### config.mk
export PLATFORM = sky130hd
export DESIGN_NAME = segx_div_step
export DESIGN_NICKNAME = d
export VERILOG_FILES = /design/src/hw/rtl/segx_div_step.sv
export SDC_FILE = /design/constraint.sdc
export NUM_CORES = 1
export LEC_CHECK = 0
export ABC_CLOCK_PERIOD_IN_PS = 7870
export BUFFER_PORTS_ARGS = -buffer_cell sky130_fd_sc_hd__buf_2
export CORE_AREA = 2 2 163 165
export DETAILED_ROUTE_END_ITERATION = 16
export DIE_AREA = 0 0 165 167
export PLACE_DENSITY = 0.76
export SYNTH_ARGS = -nofsm -noshare
export SYNTH_HDL_FRONTEND = slang
export SYNTH_SLANG_ARGS = --single-unit
### constraint.sdc
create_clock -name clk_i -period 7.87 [get_ports clk_i]
set_input_delay 0.787 -clock clk_i [delete_from_list [all_inputs] [get_ports clk_i]]
set_output_delay 0.787 -clock clk_i [all_outputs]
set_load 0.03 [all_outputs]
### src/hw/rtl/segx_div_step.sv
// One restoring-division step for x and y, with its own pipeline register
module segx_div_step #(
  parameter int unsigned RW    = 52,
  parameter int unsigned NW    = 35,
  parameter int unsigned QW    = 17,
  parameter int unsigned SW    = 36,
  parameter int unsigned SHIFT = 0
) (
  input  logic          clk_i,
  input  logic          rst_ni,
  input  logic          valid_i,
  output logic          ready_o,
  input  logic [RW-1:0] rem_x_i,
  input  logic [RW-1:0] rem_y_i,
  input  logic [NW-1:0] dm_i,
  input  logic [QW-1:0] q_x_i,
  input  logic [QW-1:0] q_y_i,
  input  logic [SW-1:0] side_i,
  output logic          valid_o,
  input  logic          ready_i,
  output logic [RW-1:0] rem_x_o,
  output logic [RW-1:0] rem_y_o,
  output logic [NW-1:0] dm_o,
  output logic [QW-1:0] q_x_o,
  output logic [QW-1:0] q_y_o,
  output logic [SW-1:0] side_o
);

  logic          valid_q;
  logic [RW-1:0] trial;
  logic [RW-1:0] rem_x_d, rem_y_d;
  logic [QW-1:0] q_x_d, q_y_d;
  logic [QW-1:0] bit_mask;

  assign ready_o  = !valid_q || ready_i;
  assign trial    = RW'(dm_i) << SHIFT;
  assign bit_mask = QW'(1) << SHIFT;

  // Subtract the shifted divisor where it fits
  always_comb begin
    rem_x_d = rem_x_i;
    rem_y_d = rem_y_i;
    q_x_d   = q_x_i;
    q_y_d   = q_y_i;
    if (rem_x_i >= trial) begin
      rem_x_d = rem_x_i - trial;
      q_x_d   = q_x_i | bit_mask;
    end
    if (rem_y_i >= trial) begin
      rem_y_d = rem_y_i - trial;
      q_y_d   = q_y_i | bit_mask;
    end
  end

  always_ff @(posedge clk_i or negedge rst_ni) begin
    if (!rst_ni) begin
      valid_q <= 1'b0;
    end else if (ready_o) begin
      valid_q <= valid_i;
    end
  end

  always_ff @(posedge clk_i) begin
    if (ready_o && valid_i) begin
      rem_x_o <= rem_x_d;
      rem_y_o <= rem_y_d;
      dm_o    <= dm_i;
      q_x_o   <= q_x_d;
      q_y_o   <= q_y_d;
      side_o  <= side_i;
    end
  end

  assign valid_o = valid_q;

endmodule

Word level (Yosys, flattened, before mapping)
Index checks and enable logic that the tools add are counted.
Widths: inputs -> output; s select.

word-level totals
  register bits after elaboration = 210
  word-level logic and storage cells = 18

operators by class
  add/sub/neg operators = 2
  order comparisons = 2
  muxes and demuxes = 2
  reduce and logical (&&, ||, !) cells = 3

operators by type and width
  cell               number
  $ge 52x35->1       2
  $mux 52            2
  $sub 52x35->52     2
  $logic_and 1x1->1  1
  $logic_not 1->1    1
  $logic_or 1x1->1   1

Depth between registers and ports, before layout
  depth after elaboration = 3
  depth in mapped cells = 13
  depth with buffers taken out = 12

Least setup slack after synthesis
No wires, ideal clock.

  path kind = in2reg
  from = input port ready_i
  to = register dm_o[0], enable pin
  setup time = 594 ps
  arrival = 5922 ps
  required time = 7276 ps
  path slack = 1354 ps
  cell stages on the path = 2
  path buffers = 0
  cells stage by stage = nand2b_1 and2_1

on the way
  longest elaborated chain between the ends = 2

ends and longest elaborated chain
  what                    line  source
  start: declaration      20    input logic ready_i,
  $logic_or 1x1->1        35    assign ready_o = !valid_q || ready_i;
  $logic_and 1x1->1       64    if (ready_o && valid_i) begin
  end signal: assignment  67    dm_o <= dm_i;
  end: declaration        23    output logic [NW-1:0] dm_o,

No other way between the ends.
A chain may end at the register's enable or synchronous reset.

Worst setup path in the final report
  from = input port dm_i[34]
  to = register rem_y_o[46] (data pin)

on the way
  longest elaborated chain between the ends = 2
  elaborated cells on any way between the ends = 3
  classes of those cells = 1 x add/sub; 1 x order compare; 1 x mux

ends and longest elaborated chain
  what                                                   line    source
  start: declaration                                     15      input logic [NW-1:0] dm_i,
  $sub 52x35->52 / $ge 52x35->1 (equally long branches)  50, 49
  $mux 52 *                                              49      if (rem_y_i >= trial) begin
  named net rem_y_d[46]                                  31      logic [RW-1:0] rem_x_d, rem_y_d;
  end signal: assignment                                 66      rem_y_o <= rem_y_d;
  end: declaration                                       22      output logic [RW-1:0] rem_y_o,

The timed path passes the listed nets; every way through them passes the cells marked *.

==> flow_summary.toml <==
[routing]
detail_route.first_pass.iterations = 5
highest-signal-layer = "met5"
wirelength_met1_um = 16100
met3_wirelength_from_detailed_routing_um = 3010
remaining_drc_errors = 0
detail_route.vias_per_cell = 5.54
wl_met2_um = 18800
routedWlPerCell_um = 20.3
final_ant_viol_nets = 0
drtIter0Drc = 983
routed-via-count = 10671
wirelength_um = 39000

[logic_synthesis]
synth_warnings = 0
synth-async-reset-ratio = 0.00476
synth_sequential_area_ratio = 0.512
post_synth_fa_ha_maj_area_fraction = 0.0745
synth.net_count = 1452
synth_compound_gate_area_share = 0.159
synth_enable_flop_cells = 209
post_synth_instance_area_um2 = 12300
syn-instance-count = 1167
main_combinational_cell_family_by_area_after_synthesis = "compound AO/OA/AOI/OAI gates"
synth-main-ff-cell = "sky130_fd_sc_hd__edfxtp_1"
synth-simple-area-share = 0.145
yosys_register_bits = 210
synth_cell_types = 72
muxShareOfSynthArea = 0.00265
synth.avg_cell_area_um2 = 10.5
yosys.area_share.xor_xnor = 0.0677

[sta]
max_freq_mhz = 241
setup_violations = 0
timing.setup.tns_ps = 0
final_count_of_hold_timing_violations = 0
finalWorstSetupSlack_ps = 3730
slew_violations = 0
timing.max_slew.rel_slack = 0.274
clock-skew-final_ps = 27.3
final.period_utilization = 0.527
tightest_slew_ps = 1090
unrepaired_setup_endpoints_after_global_routing = "no"
min_period_ps = 4140

[worst_setup_path]
crit_path_start_kind = "input port"
cp_cell_sequence = "buf_2, inv_1, ha_1, nor2b_1, nand3_1, nor4_1, a31oi_1, nand4_1, or2_2, nand2_1, a2111oi_0, xor2_1"
worstPathRequired_ps = 8090
critPathMaxFanout = 6
reg2reg_depth = 3
crit_arrival_ps = 4360
worst_setup_path_end_kind = "flop"
cp_slowest_cell = "sky130_fd_sc_hd__nor4_1"
slowest_delay_ps = 730
timing.rr.start = "valid_o$_DFFE_PN0N_"
startpoint_to_endpoint_class_of_the_critical_path = "input port to flop"
crit_path_start = "dm_i[34]"

[cts]
post-cts-setup-buffer-count = 0
clock_sinks = 210
clock_tree.buffer_depth = 3
cts_inserted_buffers = 24
clockRootBuffer = "sky130_fd_sc_hd__clkbuf_16"
clock_latency_ps = 530
cts.reportedPaths.clkPinSlew_ps = 60
cts_tree = "yes"
ctsHtreeMaxLevel = 1

[global_routing]
grt_max_degree = 85
grt_usage = 0.273
grt_first_pass_wirelength_um = 58100
grt_pass1_vias = 10302
antenna_found_initial = 11
grt_overflow = 0

[hold_path]
holdCritPathClass = "input port to flop"
whs_path_depth = 1
hold_path_startpoint = "side_i[19]"

[flow_run]
cap_viol_max_count = 0

[pwr]
irDropWorstVdd_mv = 0.188
post-layout-total-power_mw = 3.24
total_power_divided_by_cell_area_nw_per_um2 = 210
total_leakage_power_nw = 6.46

[floorplanning]
chipHeight_um = 167
io_pins = 424
row_count = 59
dieWidth_um = 165
design.die.area_um2 = 27600
initial_core_util = 0.477
core_region_area_um2 = 25800

[cells_and_area]
drive_gt1_frac = 0.308
synthToLayoutAreaGrowth_pct = 25.1
final_nets = 1853
finish.utilization = 0.597
fillers = 2199

[place]
globalplace.congestion = 0.961
portBuffers = 423
detailedPlace.worstSlack_ps = 3270
post-dp-hpwl_um = 30800

[outcome]
status = "complete, no violations"
## path summary, 6_finish.rpt
| path | endpoint | slack, ps |
|---|---|---|
| max in group asynchronous | valid_o$_DFFE_PN0N_ | 7230 |
| worst max register to register | rem_y_o[33]$_DFFE_PP_ | 5270 |
| min in group asynchronous | valid_o$_DFFE_PN0N_ | 550 |
| worst min register to register | valid_o$_DFFE_PN0N_ | 580 |
| worst max-delay path | rem_y_o[46]$_DFFE_PP_ | 3730 |
| worst min-delay path | side_o[19]$_DFFE_PP_ | 420 |
## logic make-up after synthesis
| kind of cell | Yosys count |
|---|---|
| and+or+nand+nor | 356 |
| DFF | 210 |
| buffers and inverters | 113 |
| AOI/OAI and AO/OA | 318 |
| muxes | 3 |
| xor gates and xnor gates | 95 |
| adders and majority gates | 72 |
## critical path: cells and delay by family
kind / cells / cell delay, ps
AO/OA/AOI/OAI: 2 / 950
AND/OR/NAND/NOR: 6 / 1840
buffers and inverters: 2 / 180
adder cells (fa/ha/maj): 1 / 450
XOR/XNOR: 1 / 170
## area by class of cell
type,instances,area (µm²),area share
Timing Repair Buffer,430,2170,0.141
Clock buffer,27,612,0.0398
Sequential cell,210,6300,0.409
Inverter,58,218,0.0141
Tap cell,335,419,0.0272
Clock inverter,14,120,0.00781
Antenna cell,8,20.0,0.00130
Multi-Input combinational cell,844,5530,0.359
## per-layer routing
layer,vias to the layer above,track usage
li1,5125,-
met1,5048,0.359
met2,423,0.454
met3,69,0.0563
met4,6,0.0805
met5,-,0
## timing repair
action | CTS | global route
hold buffers | 0 | 1
hold endpoints to repair | 0 | 1
gates resized for setup | 0 | 0
## layout by cell type (no fill, tap or decap), drive strengths merged, types with 18 or more instances in the layout
cell type,n
a21o,26
a21oi,109
buf,429
clkbuf,27
edfxtp,209
ha,70
inv,61
nand2,119
nand4,34
nor2,92
nor3,18
o21ai,83
xnor2,53
xor2,42
## state kept, by name, indices dropped and copies added (netlist names)
name	cells
q_y_o	17
valid_o	1
dm_o	35
rem_y_o	52
side_o	36
rem_x_o	52
q_x_o	17
## through the flow
step | hold WS (ps) | area [µm²] | cells
floorplan | 491 | 12300 | 1167
global placement | 512 | 14600 | 1876
detailed placement | 541 | 14600 | 1876
CTS | 4.21 | 15400 | 1917
global route | 400 | 15400 | 1924
finish | 420 | 15400 | 1926
## cell usage after synthesis, types with 16 or more instances
cell type	instances	share of area
sky130_fd_sc_hd__edfxtp_1	209	0.51
sky130_fd_sc_hd__nand2_1	118	0.036
sky130_fd_sc_hd__a21oi_1	109	0.044
sky130_fd_sc_hd__nor2_1	92	0.028
sky130_fd_sc_hd__o21ai_0	80	0.033
sky130_fd_sc_hd__ha_1	70	0.071
sky130_fd_sc_hd__inv_1	58	0.018
sky130_fd_sc_hd__xnor2_1	53	0.038
sky130_fd_sc_hd__xor2_1	42	0.030
sky130_fd_sc_hd__clkbuf_1	32	0.0098
sky130_fd_sc_hd__nand4_1	31	0.016
sky130_fd_sc_hd__a21o_1	26	0.016
sky130_fd_sc_hd__buf_2	17	0.0069
sky130_fd_sc_hd__nor3_1	17	0.0069
sky130_fd_sc_hd__nand2b_1	16	0.0081
## where the power goes
group	leakage [nW]	internal [mW]	switching (mW)
clock network	0.359	0.595	0.464
logic	4.11	0.268	0.540
registers	2.00	1.35	0.0218
total	6.46	2.21	1.03
(Power assumes the default switching activity.)
